File: src/rtl/ncell_pkg.sv
`default_nettype none
// ----------------------------------------------------------------------------
// ncell_pkg
// Shared constants and register codes for the neighbor cell enumerator.
// ----------------------------------------------------------------------------
package ncell_pkg;

  // Field widths
  localparam int CENTER_W   = 8;
  localparam int INDEX_W    = 24;
  localparam int SIZE_REG_W = 9;
  localparam int CFG_DATA_W = 9;
  localparam int CFG_IDX_W  = 3;

  // Defaults and sizing
  localparam int DEF_MAX_GRID_SIZE = 256;
  localparam int QUEUE_DEPTH       = 4;

  // Configuration register indexes
  typedef enum logic [CFG_IDX_W-1:0] {
    REG_GRID_SIZE_X = 3'd0,
    REG_GRID_SIZE_Y = 3'd1,
    REG_GRID_SIZE_Z = 3'd2,
    REG_REACH_X     = 3'd3,
    REG_REACH_Y     = 3'd4,
    REG_REACH_Z     = 3'd5
  } cfg_reg_t;

endpackage
`default_nettype wire

File: src/rtl/ncell_cfg.sv
`default_nettype none
// ----------------------------------------------------------------------------
// ncell_cfg
// Configuration registers, grid sizes limited to the supported maximum and
// the registered xy-plane stride (size_x * size_y).
// ----------------------------------------------------------------------------
module ncell_cfg #(
  parameter int MAX_GRID_SIZE = ncell_pkg::DEF_MAX_GRID_SIZE,
  parameter int SW            = $clog2(MAX_GRID_SIZE + 1)
) (
  input  wire logic                             clk,
  input  wire logic                             rst,
  input  wire logic                             cfg_we,
  input  wire logic [ncell_pkg::CFG_IDX_W-1:0]  cfg_index,
  input  wire logic [ncell_pkg::CFG_DATA_W-1:0] cfg_data,
  output logic      [SW-1:0]                    size_x,
  output logic      [SW-1:0]                    size_y,
  output logic      [SW-1:0]                    size_z,
  output logic                                  reach_x,
  output logic                                  reach_y,
  output logic                                  reach_z,
  output logic      [ncell_pkg::INDEX_W-1:0]    stride_xy
);

  localparam int CMP_W = (SW > ncell_pkg::SIZE_REG_W + 1) ? SW : ncell_pkg::SIZE_REG_W + 1;
  localparam logic [CMP_W-1:0] MAX_C = CMP_W'(MAX_GRID_SIZE);
  localparam logic [SW-1:0]    MAX_S = SW'(MAX_GRID_SIZE);

  logic [ncell_pkg::SIZE_REG_W-1:0] grid_size_x;
  logic [ncell_pkg::SIZE_REG_W-1:0] grid_size_y;
  logic [ncell_pkg::SIZE_REG_W-1:0] grid_size_z;
  logic [2*SW-1:0]                  prod_xy;

  // Write registers
  always_ff @(posedge clk) begin
    if (rst) begin
      grid_size_x <= ncell_pkg::SIZE_REG_W'(1);
      grid_size_y <= ncell_pkg::SIZE_REG_W'(1);
      grid_size_z <= ncell_pkg::SIZE_REG_W'(1);
      reach_x     <= 1'b1;
      reach_y     <= 1'b1;
      reach_z     <= 1'b1;
    end else if (cfg_we) begin
      unique case (cfg_index)
        ncell_pkg::REG_GRID_SIZE_X: grid_size_x <= cfg_data[ncell_pkg::SIZE_REG_W-1:0];
        ncell_pkg::REG_GRID_SIZE_Y: grid_size_y <= cfg_data[ncell_pkg::SIZE_REG_W-1:0];
        ncell_pkg::REG_GRID_SIZE_Z: grid_size_z <= cfg_data[ncell_pkg::SIZE_REG_W-1:0];
        ncell_pkg::REG_REACH_X:     reach_x     <= cfg_data[0];
        ncell_pkg::REG_REACH_Y:     reach_y     <= cfg_data[0];
        ncell_pkg::REG_REACH_Z:     reach_z     <= cfg_data[0];
        default: ;
      endcase
    end
  end

  // Limit sizes to the supported maximum
  assign size_x = (CMP_W'(grid_size_x) > MAX_C) ? MAX_S : SW'(grid_size_x);
  assign size_y = (CMP_W'(grid_size_y) > MAX_C) ? MAX_S : SW'(grid_size_y);
  assign size_z = (CMP_W'(grid_size_z) > MAX_C) ? MAX_S : SW'(grid_size_z);

  // Track the plane stride in a register behind the size registers
  assign prod_xy = size_x * size_y;

  always_ff @(posedge clk) begin
    stride_xy <= ncell_pkg::INDEX_W'(prod_xy);
  end

endmodule
`default_nettype wire

File: src/rtl/ncell_front.sv
`default_nettype none
// ----------------------------------------------------------------------------
// ncell_front
// Accepts center requests, clamps the box on each axis, drops empty boxes
// and forms the base index of the first cell. Two registered stages.
// ----------------------------------------------------------------------------
module ncell_front #(
  parameter int MAX_GRID_SIZE = ncell_pkg::DEF_MAX_GRID_SIZE,
  parameter int SW            = $clog2(MAX_GRID_SIZE + 1)
) (
  input  wire logic                           clk,
  input  wire logic                           rst,
  input  wire logic                           in_valid,
  output logic                                in_ready,
  input  wire logic [ncell_pkg::CENTER_W-1:0] center_x,
  input  wire logic [ncell_pkg::CENTER_W-1:0] center_y,
  input  wire logic [ncell_pkg::CENTER_W-1:0] center_z,
  input  wire logic [SW-1:0]                  size_x,
  input  wire logic [SW-1:0]                  size_y,
  input  wire logic [SW-1:0]                  size_z,
  input  wire logic                           reach_x,
  input  wire logic                           reach_y,
  input  wire logic                           reach_z,
  input  wire logic [ncell_pkg::INDEX_W-1:0]  stride_xy,
  output logic                                push_valid,
  input  wire logic                           push_ready,
  output logic      [SW-1:0]                  x_lo,
  output logic      [SW-1:0]                  x_hi,
  output logic      [SW-1:0]                  y_lo,
  output logic      [SW-1:0]                  y_hi,
  output logic      [SW-1:0]                  z_lo,
  output logic      [SW-1:0]                  z_hi,
  output logic      [ncell_pkg::INDEX_W-1:0]  base
);

  localparam int CMP_W = (SW > ncell_pkg::CENTER_W + 2) ? SW : ncell_pkg::CENTER_W + 2;

  function automatic logic [CMP_W-1:0] range_lo(input logic [ncell_pkg::CENTER_W-1:0] c,
                                                input logic r);
    logic [CMP_W-1:0] cw;
    cw = CMP_W'(c);
    return (cw >= CMP_W'(r)) ? cw - CMP_W'(r) : '0;
  endfunction

  function automatic logic [CMP_W-1:0] range_hi(input logic [ncell_pkg::CENTER_W-1:0] c,
                                                input logic r, input logic [SW-1:0] s);
    logic [CMP_W-1:0] top_c;
    logic [CMP_W-1:0] sw;
    top_c = CMP_W'(c) + CMP_W'(r) + CMP_W'(1'b1);
    sw    = CMP_W'(s);
    return (top_c > sw) ? sw : top_c;
  endfunction

  // Stage 1 registers
  logic                          s1_valid;
  logic [ncell_pkg::CENTER_W-1:0] cx;
  logic [ncell_pkg::CENTER_W-1:0] cy;
  logic [ncell_pkg::CENTER_W-1:0] cz;

  // Stage 1 logic
  logic [CMP_W-1:0] xl_w, xh_w, yl_w, yh_w, zl_w, zh_w;
  logic             s1_empty;
  logic [2*SW-1:0]  y_off;

  // Stage 2 registers
  logic            s2_valid;
  logic [SW-1:0]   s2_xl, s2_xh, s2_yl, s2_yh, s2_zl, s2_zh;
  logic [2*SW-1:0] s2_yoff;
  logic [SW+ncell_pkg::INDEX_W-1:0] z_off;

  logic s1_free;
  logic s2_free;

  assign s2_free  = !s2_valid || push_ready;
  assign s1_free  = !s1_valid || s2_free;
  assign in_ready = s1_free;

  // Capture center
  always_ff @(posedge clk) begin
    if (rst) begin
      s1_valid <= 1'b0;
    end else if (s1_free) begin
      s1_valid <= in_valid;
    end
  end

  always_ff @(posedge clk) begin
    if (in_valid && in_ready) begin
      cx <= center_x;
      cy <= center_y;
      cz <= center_z;
    end
  end

  // Clamp each axis and classify the box
  always_comb begin
    xl_w     = range_lo(cx, reach_x);
    xh_w     = range_hi(cx, reach_x, size_x);
    yl_w     = range_lo(cy, reach_y);
    yh_w     = range_hi(cy, reach_y, size_y);
    zl_w     = range_lo(cz, reach_z);
    zh_w     = range_hi(cz, reach_z, size_z);
    s1_empty = (xl_w >= xh_w) || (yl_w >= yh_w) || (zl_w >= zh_w);
  end

  assign y_off = SW'(yl_w) * size_x;

  // Advance to stage 2, dropping empty boxes
  always_ff @(posedge clk) begin
    if (rst) begin
      s2_valid <= 1'b0;
    end else if (s2_free) begin
      s2_valid <= s1_valid && !s1_empty;
    end
  end

  always_ff @(posedge clk) begin
    if (s2_free && s1_valid) begin
      s2_xl   <= SW'(xl_w);
      s2_xh   <= SW'(xh_w);
      s2_yl   <= SW'(yl_w);
      s2_yh   <= SW'(yh_w);
      s2_zl   <= SW'(zl_w);
      s2_zh   <= SW'(zh_w);
      s2_yoff <= y_off;
    end
  end

  // Form the base index of the first cell
  assign z_off = s2_zl * stride_xy;
  assign base  = ncell_pkg::INDEX_W'(s2_xl) + ncell_pkg::INDEX_W'(s2_yoff)
               + ncell_pkg::INDEX_W'(z_off);

  assign push_valid = s2_valid;
  assign x_lo       = s2_xl;
  assign x_hi       = s2_xh;
  assign y_lo       = s2_yl;
  assign y_hi       = s2_yh;
  assign z_lo       = s2_zl;
  assign z_hi       = s2_zh;

endmodule
`default_nettype wire

File: src/rtl/ncell_queue.sv
`default_nettype none
// ----------------------------------------------------------------------------
// ncell_queue
// Small register FIFO between the front and back parts.
// ----------------------------------------------------------------------------
module ncell_queue #(
  parameter int WIDTH = 8,
  parameter int DEPTH = ncell_pkg::QUEUE_DEPTH,
  parameter int LW    = $clog2(DEPTH + 1)
) (
  input  wire logic             clk,
  input  wire logic             rst,
  input  wire logic             push_valid,
  output logic                  push_ready,
  input  wire logic [WIDTH-1:0] push_data,
  output logic                  pop_valid,
  input  wire logic             pop_ready,
  output logic      [WIDTH-1:0] pop_data,
  output logic      [LW-1:0]    level
);

  localparam int PW = (DEPTH > 1) ? $clog2(DEPTH) : 1;
  localparam logic [PW-1:0] LAST_PTR = PW'(DEPTH - 1);

  logic [WIDTH-1:0] entries [DEPTH];
  logic [PW-1:0]    wr_ptr;
  logic [PW-1:0]    rd_ptr;
  logic             do_push;
  logic             do_pop;

  assign push_ready = (level != LW'(DEPTH));
  assign pop_valid  = (level != '0);
  assign do_push    = push_valid && push_ready;
  assign do_pop     = pop_valid && pop_ready;
  assign pop_data   = entries[rd_ptr];

  // Advance pointers and level
  always_ff @(posedge clk) begin
    if (rst) begin
      wr_ptr <= '0;
      rd_ptr <= '0;
      level  <= '0;
    end else begin
      if (do_push) begin
        wr_ptr <= (wr_ptr == LAST_PTR) ? '0 : wr_ptr + PW'(1);
      end
      if (do_pop) begin
        rd_ptr <= (rd_ptr == LAST_PTR) ? '0 : rd_ptr + PW'(1);
      end
      if (do_push && !do_pop) begin
        level <= level + LW'(1);
      end else if (do_pop && !do_push) begin
        level <= level - LW'(1);
      end
    end
  end

  // Store entry
  always_ff @(posedge clk) begin
    if (do_push) begin
      entries[wr_ptr] <= push_data;
    end
  end

endmodule
`default_nettype wire

File: src/rtl/ncell_back.sv
`default_nettype none
// ----------------------------------------------------------------------------
// ncell_back
// Walks the clamped box (x outer, z inner) one cell per cycle while out_ready
// allows, stepping the linear index by additions; drives the result register.
// ----------------------------------------------------------------------------
module ncell_back #(
  parameter int MAX_GRID_SIZE = ncell_pkg::DEF_MAX_GRID_SIZE,
  parameter int SW            = $clog2(MAX_GRID_SIZE + 1)
) (
  input  wire logic                          clk,
  input  wire logic                          rst,
  input  wire logic                          pop_valid,
  output logic                               pop_ready,
  input  wire logic [SW-1:0]                 x_lo,
  input  wire logic [SW-1:0]                 x_hi,
  input  wire logic [SW-1:0]                 y_lo,
  input  wire logic [SW-1:0]                 y_hi,
  input  wire logic [SW-1:0]                 z_lo,
  input  wire logic [SW-1:0]                 z_hi,
  input  wire logic [ncell_pkg::INDEX_W-1:0] base,
  input  wire logic [SW-1:0]                 size_x,
  input  wire logic [ncell_pkg::INDEX_W-1:0] stride_xy,
  output logic                               busy,
  output logic                               out_valid,
  input  wire logic                          out_ready,
  output logic      [ncell_pkg::INDEX_W-1:0] cell_index,
  output logic                               last
);

  logic [SW-1:0] x, y, z;
  logic [SW-1:0] xh, yh, zh, yl, zl;
  logic [ncell_pkg::INDEX_W-1:0] idx;
  logic [ncell_pkg::INDEX_W-1:0] y_start;
  logic [ncell_pkg::INDEX_W-1:0] x_start;

  logic [SW-1:0] x_inc, y_inc, z_inc;
  logic          x_wrap, y_wrap, z_wrap;
  logic          is_last;
  logic          emit;
  logic          load;
  logic [ncell_pkg::INDEX_W-1:0] dx;
  logic [ncell_pkg::INDEX_W-1:0] row_next;
  logic [ncell_pkg::INDEX_W-1:0] col_next;

  assign x_inc    = x + SW'(1);
  assign y_inc    = y + SW'(1);
  assign z_inc    = z + SW'(1);
  assign x_wrap   = (x_inc == xh);
  assign y_wrap   = (y_inc == yh);
  assign z_wrap   = (z_inc == zh);
  assign is_last  = x_wrap && y_wrap && z_wrap;
  assign dx       = ncell_pkg::INDEX_W'(size_x);
  assign row_next = y_start + dx;
  assign col_next = x_start + ncell_pkg::INDEX_W'(1);

  assign emit      = busy && (!out_valid || out_ready);
  assign pop_ready = !busy || (emit && is_last);
  assign load      = pop_valid && pop_ready;

  // Walk state
  always_ff @(posedge clk) begin
    if (rst) begin
      busy <= 1'b0;
    end else if (load) begin
      busy <= 1'b1;
    end else if (emit && is_last) begin
      busy <= 1'b0;
    end
  end

  always_ff @(posedge clk) begin
    if (load) begin
      x       <= x_lo;
      y       <= y_lo;
      z       <= z_lo;
      xh      <= x_hi;
      yh      <= y_hi;
      zh      <= z_hi;
      yl      <= y_lo;
      zl      <= z_lo;
      idx     <= base;
      y_start <= base;
      x_start <= base;
    end else if (emit) begin
      if (!z_wrap) begin
        z   <= z_inc;
        idx <= idx + stride_xy;
      end else if (!y_wrap) begin
        z       <= zl;
        y       <= y_inc;
        idx     <= row_next;
        y_start <= row_next;
      end else if (!x_wrap) begin
        z       <= zl;
        y       <= yl;
        x       <= x_inc;
        idx     <= col_next;
        y_start <= col_next;
        x_start <= col_next;
      end
    end
  end

  // Result register
  always_ff @(posedge clk) begin
    if (rst) begin
      out_valid <= 1'b0;
    end else if (emit) begin
      out_valid <= 1'b1;
    end else if (out_ready) begin
      out_valid <= 1'b0;
    end
  end

  always_ff @(posedge clk) begin
    if (emit) begin
      cell_index <= idx;
      last       <= is_last;
    end
  end

endmodule
`default_nettype wire

File: src/rtl/neighbor_cell_enumerator.sv
`default_nettype none
// The first result of a request passes the front part's stage registers, the
// queue and the back part's walk registers into the result register. One
// result per cycle while out_ready holds; the back part's walk gives one
// result per cell of the clamped box (1 to 27); the front drops empty boxes.
// Reset clears the pipeline, queue and result valid, and returns grid sizes
// to 1 and reaches to 1; no memory clearing pass is needed.
// ----------------------------------------------------------------------------
// neighbor_cell_enumerator
// Enumerates linear indexes of grid cells around a center cell: front part
// clamps and classifies, queue decouples, back part walks the box.
// ----------------------------------------------------------------------------
module neighbor_cell_enumerator #(
  parameter int MAX_GRID_SIZE = ncell_pkg::DEF_MAX_GRID_SIZE
) (
  input  wire logic                             clk,
  input  wire logic                             rst,
  input  wire logic                             cfg_we,
  input  wire logic [ncell_pkg::CFG_IDX_W-1:0]  cfg_index,
  input  wire logic [ncell_pkg::CFG_DATA_W-1:0] cfg_data,
  input  wire logic                             in_valid,
  output logic                                  in_ready,
  input  wire logic [ncell_pkg::CENTER_W-1:0]   center_x,
  input  wire logic [ncell_pkg::CENTER_W-1:0]   center_y,
  input  wire logic [ncell_pkg::CENTER_W-1:0]   center_z,
  output logic                                  out_valid,
  input  wire logic                             out_ready,
  output logic      [ncell_pkg::INDEX_W-1:0]    cell_index,
  output logic                                  last
);

  localparam int SW    = $clog2(MAX_GRID_SIZE + 1);
  localparam int ENT_W = 6 * SW + ncell_pkg::INDEX_W;
  localparam int QLW   = $clog2(ncell_pkg::QUEUE_DEPTH + 1);

  logic [SW-1:0] size_x, size_y, size_z;
  logic          reach_x, reach_y, reach_z;
  logic [ncell_pkg::INDEX_W-1:0] stride_xy;

  logic                          push_valid, push_ready;
  logic [SW-1:0]                 f_xl, f_xh, f_yl, f_yh, f_zl, f_zh;
  logic [ncell_pkg::INDEX_W-1:0] f_base;
  logic [ENT_W-1:0]              push_data;

  logic                          pop_valid, pop_ready;
  logic [ENT_W-1:0]              pop_data;
  logic [SW-1:0]                 b_xl, b_xh, b_yl, b_yh, b_zl, b_zh;
  logic [ncell_pkg::INDEX_W-1:0] b_base;
  logic [QLW-1:0]                q_level;
  logic                          back_busy;

  ncell_cfg #(
    .MAX_GRID_SIZE (MAX_GRID_SIZE),
    .SW            (SW)
  ) u_cfg (
    .clk       (clk),
    .rst       (rst),
    .cfg_we    (cfg_we),
    .cfg_index (cfg_index),
    .cfg_data  (cfg_data),
    .size_x    (size_x),
    .size_y    (size_y),
    .size_z    (size_z),
    .reach_x   (reach_x),
    .reach_y   (reach_y),
    .reach_z   (reach_z),
    .stride_xy (stride_xy)
  );

  ncell_front #(
    .MAX_GRID_SIZE (MAX_GRID_SIZE),
    .SW            (SW)
  ) u_front (
    .clk        (clk),
    .rst        (rst),
    .in_valid   (in_valid),
    .in_ready   (in_ready),
    .center_x   (center_x),
    .center_y   (center_y),
    .center_z   (center_z),
    .size_x     (size_x),
    .size_y     (size_y),
    .size_z     (size_z),
    .reach_x    (reach_x),
    .reach_y    (reach_y),
    .reach_z    (reach_z),
    .stride_xy  (stride_xy),
    .push_valid (push_valid),
    .push_ready (push_ready),
    .x_lo       (f_xl),
    .x_hi       (f_xh),
    .y_lo       (f_yl),
    .y_hi       (f_yh),
    .z_lo       (f_zl),
    .z_hi       (f_zh),
    .base       (f_base)
  );

  // Pack and unpack queue entries
  assign push_data = {f_xl, f_xh, f_yl, f_yh, f_zl, f_zh, f_base};
  assign {b_xl, b_xh, b_yl, b_yh, b_zl, b_zh, b_base} = pop_data;

  ncell_queue #(
    .WIDTH (ENT_W),
    .DEPTH (ncell_pkg::QUEUE_DEPTH),
    .LW    (QLW)
  ) u_queue (
    .clk        (clk),
    .rst        (rst),
    .push_valid (push_valid),
    .push_ready (push_ready),
    .push_data  (push_data),
    .pop_valid  (pop_valid),
    .pop_ready  (pop_ready),
    .pop_data   (pop_data),
    .level      (q_level)
  );

  ncell_back #(
    .MAX_GRID_SIZE (MAX_GRID_SIZE),
    .SW            (SW)
  ) u_back (
    .clk        (clk),
    .rst        (rst),
    .pop_valid  (pop_valid),
    .pop_ready  (pop_ready),
    .x_lo       (b_xl),
    .x_hi       (b_xh),
    .y_lo       (b_yl),
    .y_hi       (b_yh),
    .z_lo       (b_zl),
    .z_hi       (b_zh),
    .base       (b_base),
    .size_x     (size_x),
    .stride_xy  (stride_xy),
    .busy       (back_busy),
    .out_valid  (out_valid),
    .out_ready  (out_ready),
    .cell_index (cell_index),
    .last       (last)
  );

  // Queue never holds more than its depth
  assert property (@(posedge clk) disable iff (rst)
    q_level <= QLW'(ncell_pkg::QUEUE_DEPTH))
    else $error("queue level above depth");

  // Idle back part picks up a waiting request at once
  assert property (@(posedge clk) disable iff (rst)
    (!back_busy && q_level != '0) |=> back_busy)
    else $error("back part idle with queued request");

  // No result is shown right after reset
  assert property (@(posedge clk) rst |=> !out_valid)
    else $error("result valid after reset");

endmodule
`default_nettype wire

File: config.mk
export PLATFORM = sky130hd
export DESIGN_NAME = neighbor_cell_enumerator
export DESIGN_NICKNAME = d
export VERILOG_FILES = /design/src/rtl/ncell_pkg.sv /design/src/rtl/ncell_cfg.sv /design/src/rtl/ncell_front.sv /design/src/rtl/ncell_queue.sv /design/src/rtl/ncell_back.sv /design/src/rtl/neighbor_cell_enumerator.sv
export SDC_FILE = /design/constraint.sdc
export NUM_CORES = 2
export LEC_CHECK = 0
export BUFFER_PORTS_ARGS = -buffer_cell sky130_fd_sc_hd__buf_2
export CAP_MARGIN = 10
export CORE_MARGIN = 4
export CORE_UTILIZATION = 54
export DETAILED_ROUTE_END_ITERATION = 16
export GPL_TIMING_DRIVEN = 0
export PLACE_DENSITY_LB_ADDON = 0.1
export SETUP_SLACK_MARGIN = 0.4
export SYNTH_ARGS = -nofsm -noshare
export SYNTH_HDL_FRONTEND = slang
export SYNTH_SLANG_ARGS = --single-unit
File: constraint.sdc
create_clock -name clk -period 9.4 [get_ports clk]
set_clock_uncertainty 0.2 [all_clocks]
set_input_delay 1.41 -clock clk [delete_from_list [all_inputs] [get_ports clk]]
set_output_delay 1.41 -clock clk [all_outputs]
set_load 0.01 [all_outputs]
Word level (Yosys, flattened, before mapping)
Memories as Yosys holds them, arrays and structs flattened. A register that Yosys moved wholly into a read port is not among the register bits.
Index checks and enable logic that the tools add are counted.
{"block": "classes", "n_addsub": 21, "n_mul": 3, "order_cmp": 12, "eq_ne": 14, "muxes": 48, "n_reduce_logical": 41}
{"cell": "$mux W24", "count": 12}
{"cell": "$mux W9", "count": 18}
{"cell": "$mux W10", "count": 6}
{"cell": "$mul A9 B9 Y18", "count": 2}
{"cell": "$add A10 B1 Y10 const B", "count": 3}
{"cell": "$ge A10 B10 Y1", "count": 3}
{"cell": "$gt A10 B9 Y1", "count": 3}
{"cell": "$add A8 B1 Y9", "count": 3}
{"cell": "$add A9 B1 Y9 const B", "count": 3}
{"cell": "$eq A9 B9 Y1", "count": 3}
{"cell": "$gt A9 B9 Y1 const B", "count": 3}
{"cell": "$sub A8 B1 Y9", "count": 3}
{"cell": "$add A24 B1 Y24 const B", "count": 1}
{"cell": "$add A24 B18 Y24", "count": 1}
{"cell": "$add A24 B24 Y24", "count": 1}
{"cell": "$add A24 B9 Y24", "count": 1}
{"cell": "$ge A8 B1 Y1", "count": 3}
{"cell": "$mul A9 B18 Y24", "count": 1}
{"cell": "$add A9 B18 Y19", "count": 1}
{"cell": "$reduce_and A2 Y1", "count": 7}
{"cell": "$reduce_bool A2 Y1", "count": 6}
{"cell": "$logic_and A1 B1 Y1", "count": 11}
{"cell": "$mux W2", "count": 4}
{"cell": "$logic_not A1 Y1", "count": 7}
{"cell": "other kinds (17)", "count": 33}
{"block": "word_totals", "register_bits": 324, "mem_bits_rw": 312, "n_memories": 1}
{"memory": "u_queue.entries", "depth": 4, "word_bits": 78, "rd": 1, "rd_ports_with_merged_regs": 1, "write_ports": 1, "line": "ncell_queue.sv:25", "text": "logic [WIDTH-1:0] entries [DEPTH];"}

Depth between registers and ports, before layout
{"block": "depth", "word_depth": 10, "depth_mapped": 27}

Modules after synthesis
Synthesis repeated with hierarchy kept, for this count alone.
{"block": "hier_totals", "cells_unflattened": 3402, "hier_area_um2": 40317.4}
{"mod": "ncell_front", "n_inst": 1, "cells_each": 1487, "area_each_um2": 14113.5}
{"mod": "ncell_queue", "n_inst": 1, "cells_each": 456, "area_each_um2": 11712.5}
{"mod": "ncell_back", "n_inst": 1, "cells_each": 974, "area_each_um2": 10336.2}
{"mod": "ncell_cfg", "n_inst": 1, "cells_each": 485, "area_each_um2": 4155.2}

Worst setup path after synthesis
Ideal clock, no wire load.
{"block": "synth_path", "path_type": "register to register", "from": "register u_front.cy[3] (netlist bit)", "to": "register u_front.s2_yoff[17] (data pin)", "setup_ns": 0.260, "t_arrival_ns": 5.633, "required_ns": 8.940, "path_slack_ns": 3.308, "stages_incl_launch_ff": 25, "cell_sequence": "edfxtp_1 > clkbuf_1 > or4_1 > nor3_1 > nand3_1 > nand2_1 > inv_1 > nand2_1 > fa_1 > inv_1 > fa_1 > ha_1 > inv_1 > fa_1 > inv_1 > ha_1 > a21o_1 > a21oi_1 > nor2b_1 > o21a_1 > o311a_1 > o31ai_1 > o21bai_1 > a21oi_1 > xnor2_1"}
{"block": "synth_between", "elab_chain_cells": 3, "elab_cells_between_ends": 4, "classes_between": "1 x add/sub; 1 x mul; 1 x order compare; 1 x mux"}
{"item": "start, declared", "line": "ncell_front.sv:57", "text": "logic [ncell_pkg::CENTER_W-1:0] cy;"}
{"item": "start signal, assigned", "line": "ncell_front.sv:90", "text": "cy <= center_y;"}
{"item": "$sub A8 B1 Y9 / $ge A8 B1 Y1 (equally long branches)", "line": "ncell_front.sv:42", "text": "return (cw >= CMP_W'(r)) ? cw - CMP_W'(r) : '0;"}
{"item": "$mux W10 *", "line": "ncell_front.sv:42"}
{"item": "net u_front.yl_w[4]", "line": "ncell_front.sv:61", "text": "logic [CMP_W-1:0] xl_w, xh_w, yl_w, yh_w, zl_w, zh_w;"}
{"item": "$mul A9 B9 Y18 *", "line": "ncell_front.sv:106", "text": "assign y_off = SW'(yl_w) * size_x;"}
{"item": "net u_front.y_off[17]", "line": "ncell_front.sv:63", "text": "logic [2*SW-1:0] y_off;"}
{"item": "end signal, assigned", "line": "ncell_front.sv:125", "text": "s2_yoff <= y_off;"}
{"item": "end, declared", "line": "ncell_front.sv:68", "text": "logic [2*SW-1:0] s2_yoff;"}
Mark *: on every way through the listed nets, which the timed path passes. The rest lies on a longest branch.
A chain may end at the register's enable or synchronous reset.

Worst setup path in the final report
{"block": "layout_path", "from": "register u_front.s2_zl[1], in the netlist u_front.z_lo[1]", "to": "memory u_queue.entries[0][22] (netlist bit) (data pin)"}
{"block": "layout_between", "elab_chain_cells": 2}
{"item": "start, declared", "line": "ncell_front.sv:67", "text": "logic [SW-1:0] s2_xl, s2_xh, s2_yl, s2_yh, s2_zl, s2_zh;"}
{"item": "start signal, assigned", "line": "ncell_front.sv:123", "text": "s2_zl <= SW'(zl_w);"}
{"item": "$mul A9 B18 Y24", "line": "ncell_front.sv:130", "text": "assign z_off = s2_zl * stride_xy;"}
{"item": "$add A24 B24 Y24", "line": "ncell_front.sv:132", "text": "+ ncell_pkg::INDEX_W'(z_off);"}
{"item": "net f_base, one bit", "line": "neighbor_cell_enumerator.sv:42", "text": "logic [ncell_pkg::INDEX_W-1:0] f_base;"}
{"item": "end, declared", "line": "ncell_queue.sv:25"}
The timed path passes the listed nets, and every way through them passes these cells.

==> impl_metrics.json <==
{
  "die_h_um": 279,
  "place_congestion": 0.913,
  "rsz0062_at_grt": "false",
  "path_class": "reg2reg",
  "async_flop_share": 0,
  "clkLatencyLatePin_ps": 630,
  "vias_per_cell": 5.80,
  "core_area_sq_mm": 0.0730,
  "max_freq_mhz": 131,
  "synth_edf_count": 577,
  "port-buffer-count": 64,
  "tightest_slew_ps": 1170,
  "clockBufferDepth": 3,
  "wl_per_cell_um": 22.7,
  "syn_area_sq_mm": 0.0398,
  "postCtsSetupBuffers": 0,
  "globalRoute.busiestLayer": "met2",
  "cts_tree": "built",
  "arrival_ps": 7730,
  "p_leak_uw": 0.0173,
  "grt_max_degree": 74,
  "report.final.slew_viol_count": 0,
  "fillers": 5884,
  "ys_seq_area_frac": 0.466,
  "use_met3": 0.0394,
  "cts_sinks": 638,
  "grt_pass1_vias": 27100,
  "dp.cells": 4413,
  "overflow": 0,
  "grt_usage": 0.268,
  "synth-seq-cells": 638,
  "stdcell_count": 4546,
  "wl_mm": 103,
  "drtPass1Iterations": 6,
  "cp-start-kind": "flop",
  "synthTopCellsByArea": "edfxtp_1, fa_1, ha_1, mux4_2, nand2_1",
  "synth.largest_area_cell": "edfxtp_1",
  "fin_crit_sh": 0.813,
  "crit_fanout": 10,
  "min_path_type": "reg2reg",
  "htreeDepth": 3,
  "synth.cells.most_frequent": "edfxtp_1, nand2_1, inv_1, nor2_1, ha_1",
  "initialDrtViolationCount": 2153,
  "synthToLayoutAreaGrowth_pct": 10.3,
  "peakVddDrop_mv": 0.294,
  "required_ps": 9480,
  "cts_buffers": 71,
  "avgSynthCellArea_sq_um": 11.8,
  "outcome": "completed",
  "holdBufCountCts": 0,
  "use_met2": 0.435,
  "via_count": 26400,
  "drcViolationCount": 0,
  "die_x_um": 279,
  "drive_above_1_share": 0.0912,
  "yosysWarnings": 0,
  "row_count": 99,
  "die_area_sq_mm": 0.0780,
  "synthDominantCellAreaShare": 0.436,
  "start_util": 0.545,
  "grt_antenna_before_repair": 1,
  "fin_setup_tns_ps": 0,
  "fin_crit_ps": 7640,
  "hold_viol": 0,
  "clk_pin_slew_ps": 60,
  "max_cap_violations": 0,
  "cts_root_buf": "clkbuf_16",
  "stdcell_area_sq_mm": 0.0439,
  "cts_resized": 0,
  "ys.flop_type": "edfxtp_1",
  "met1_usage": 0.372,
  "detail-route-antenna-nets": 0,
  "placed_area_sq_mm": 0.0416,
  "dp_hpwl_mm": 79.0,
  "yosysMostFrequentCell": "edfxtp_1",
  "grt_pass1_wl_mm": 159,
  "p_per_area_mw_per_mm2": 233,
  "critPathCaptureType": "flop",
  "setup_viol": 0,
  "synth_cells": 3376,
  "synthDistinctLibCells": 85,
  "ios": 68,
  "maxSlewHeadroom": 0.201,
  "final_nets": 4040
}
[critical path, stage by stage, from the launching register on]
cell and delay [ps]:
edfxtp_1 490, clkbuf_1 580, clkbuf_1 470, nand2_1 170, fa_1 550, inv_1 60, fa_1 480, fa_1 510
fa_1 500, inv_1 50, fa_1 470, inv_1 40, ha_1 340, nand4_1 110, nor2_1 200, and2_1 180
a221oi_1 90, nor4b_1 490, o21a_1 200, o221ai_1 200, o311ai_0 880
[path summary, 6_finish.rpt]
check	start	endpoint	slack, ps	depth (start not counted)
max	u_front.z_lo[1]	u_queue.entries[0][22]	1760	20
min	u_cfg.grid_size_y[1]	u_cfg.grid_size_y[1]	250	2
max reg2reg	u_front.z_lo[1]	u_queue.entries[0][22]	1760	20
min reg2reg	u_cfg.grid_size_y[1]	u_cfg.grid_size_y[1]	250	2
[metrics by stage]
stage,setup slack (ps),total power (uW),utilization,hold WS (ps)
floorplan,3310,6460,-,230
global placement,1110,7430,0.566,243
detailed placement,1800,7550,0.570,244
CTS,1740,10300,0.601,255
global route,1460,10800,0.601,268
finish,1760,10200,0.601,253
[logic make-up after synthesis]
family | share of synthesized area
other | 0.0000943
DFF | 0.466
muxes | 0.0607
and+or+nand+nor | 0.117
adders and majority gates | 0.192
xor gates and xnor gates | 0.0496
buffers and inverters | 0.0466
AOI/OAI and AO/OA | 0.0669
[per-layer routing]
| metal | vias to the layer above | part of all wire |
|---|---|---|
| met5 | - | 0 |
| met4 | 0 | 0.039 |
| met3 | 204 | 0.065 |
| met2 | 887 | 0.47 |
| met1 | 13300 | 0.42 |
| li1 | 12000 | - |
[cells in the final DEF, fill, tap and decap left out, types with 8 or more instances in the layout]
| cell | count |
|---|---|
| a211oi_1 | 13 |
| a21o_1 | 42 |
| a21oi_1 | 138 |
| a31oi_1 | 8 |
| and2_1 | 87 |
| and3_1 | 25 |
| and4_1 | 8 |
| buf_1 | 12 |
| buf_2 | 70 |
| clkbuf_1 | 112 |
| clkbuf_16 | 71 |
| clkinv_1 | 20 |
| clkinv_2 | 15 |
| dfxtp_1 | 61 |
| edfxtp_1 | 577 |
| fa_1 | 230 |
| ha_1 | 241 |
| inv_1 | 360 |
| mux2_2 | 30 |
| mux2i_1 | 32 |
| mux4_2 | 78 |
| nand2_1 | 361 |
| nand2b_1 | 24 |
| nand3_1 | 57 |
| nand4_1 | 25 |
| nor2_1 | 269 |
| nor2b_1 | 37 |
| nor3_1 | 34 |
| nor4_1 | 8 |
| o211ai_1 | 20 |
| o21a_1 | 21 |
| o21ai_0 | 89 |
| o21bai_1 | 10 |
| o31ai_1 | 13 |
| or2_2 | 9 |
| or3_1 | 11 |
| xnor2_1 | 125 |
| xor2_1 | 87 |
[report_power, final]
group	switching (uW)	internal, uW
Combinational	1990	1280
Sequential	343	3910
Clock	1190	1520
Total	3520	6710
[state kept, by name, indices dropped and copies added, names as in the netlist, 18 cells and up, named ones only]
name / flops
u_back.y_start: 24
u_cfg.stride_xy: 18
u_queue.entries: 312
u_back.idx: 24
u_back.cell_index: 24
u_back.x_start: 24
u_front.s2_yoff: 18
[layout make-up]
class,count,area (sq um),area share
buffer,122,478,0.0109
sequential,638,18500,0.423
clock inverter,47,450,0.0103
inverter,366,1370,0.0313
antenna,1,2.50,0.0000570
timing repair buffer,77,551,0.0125
tap,959,1200,0.0274
clock buffer,84,1850,0.0421
multi-input combinational,2252,19400,0.443
(Power assumes the default switching activity.)
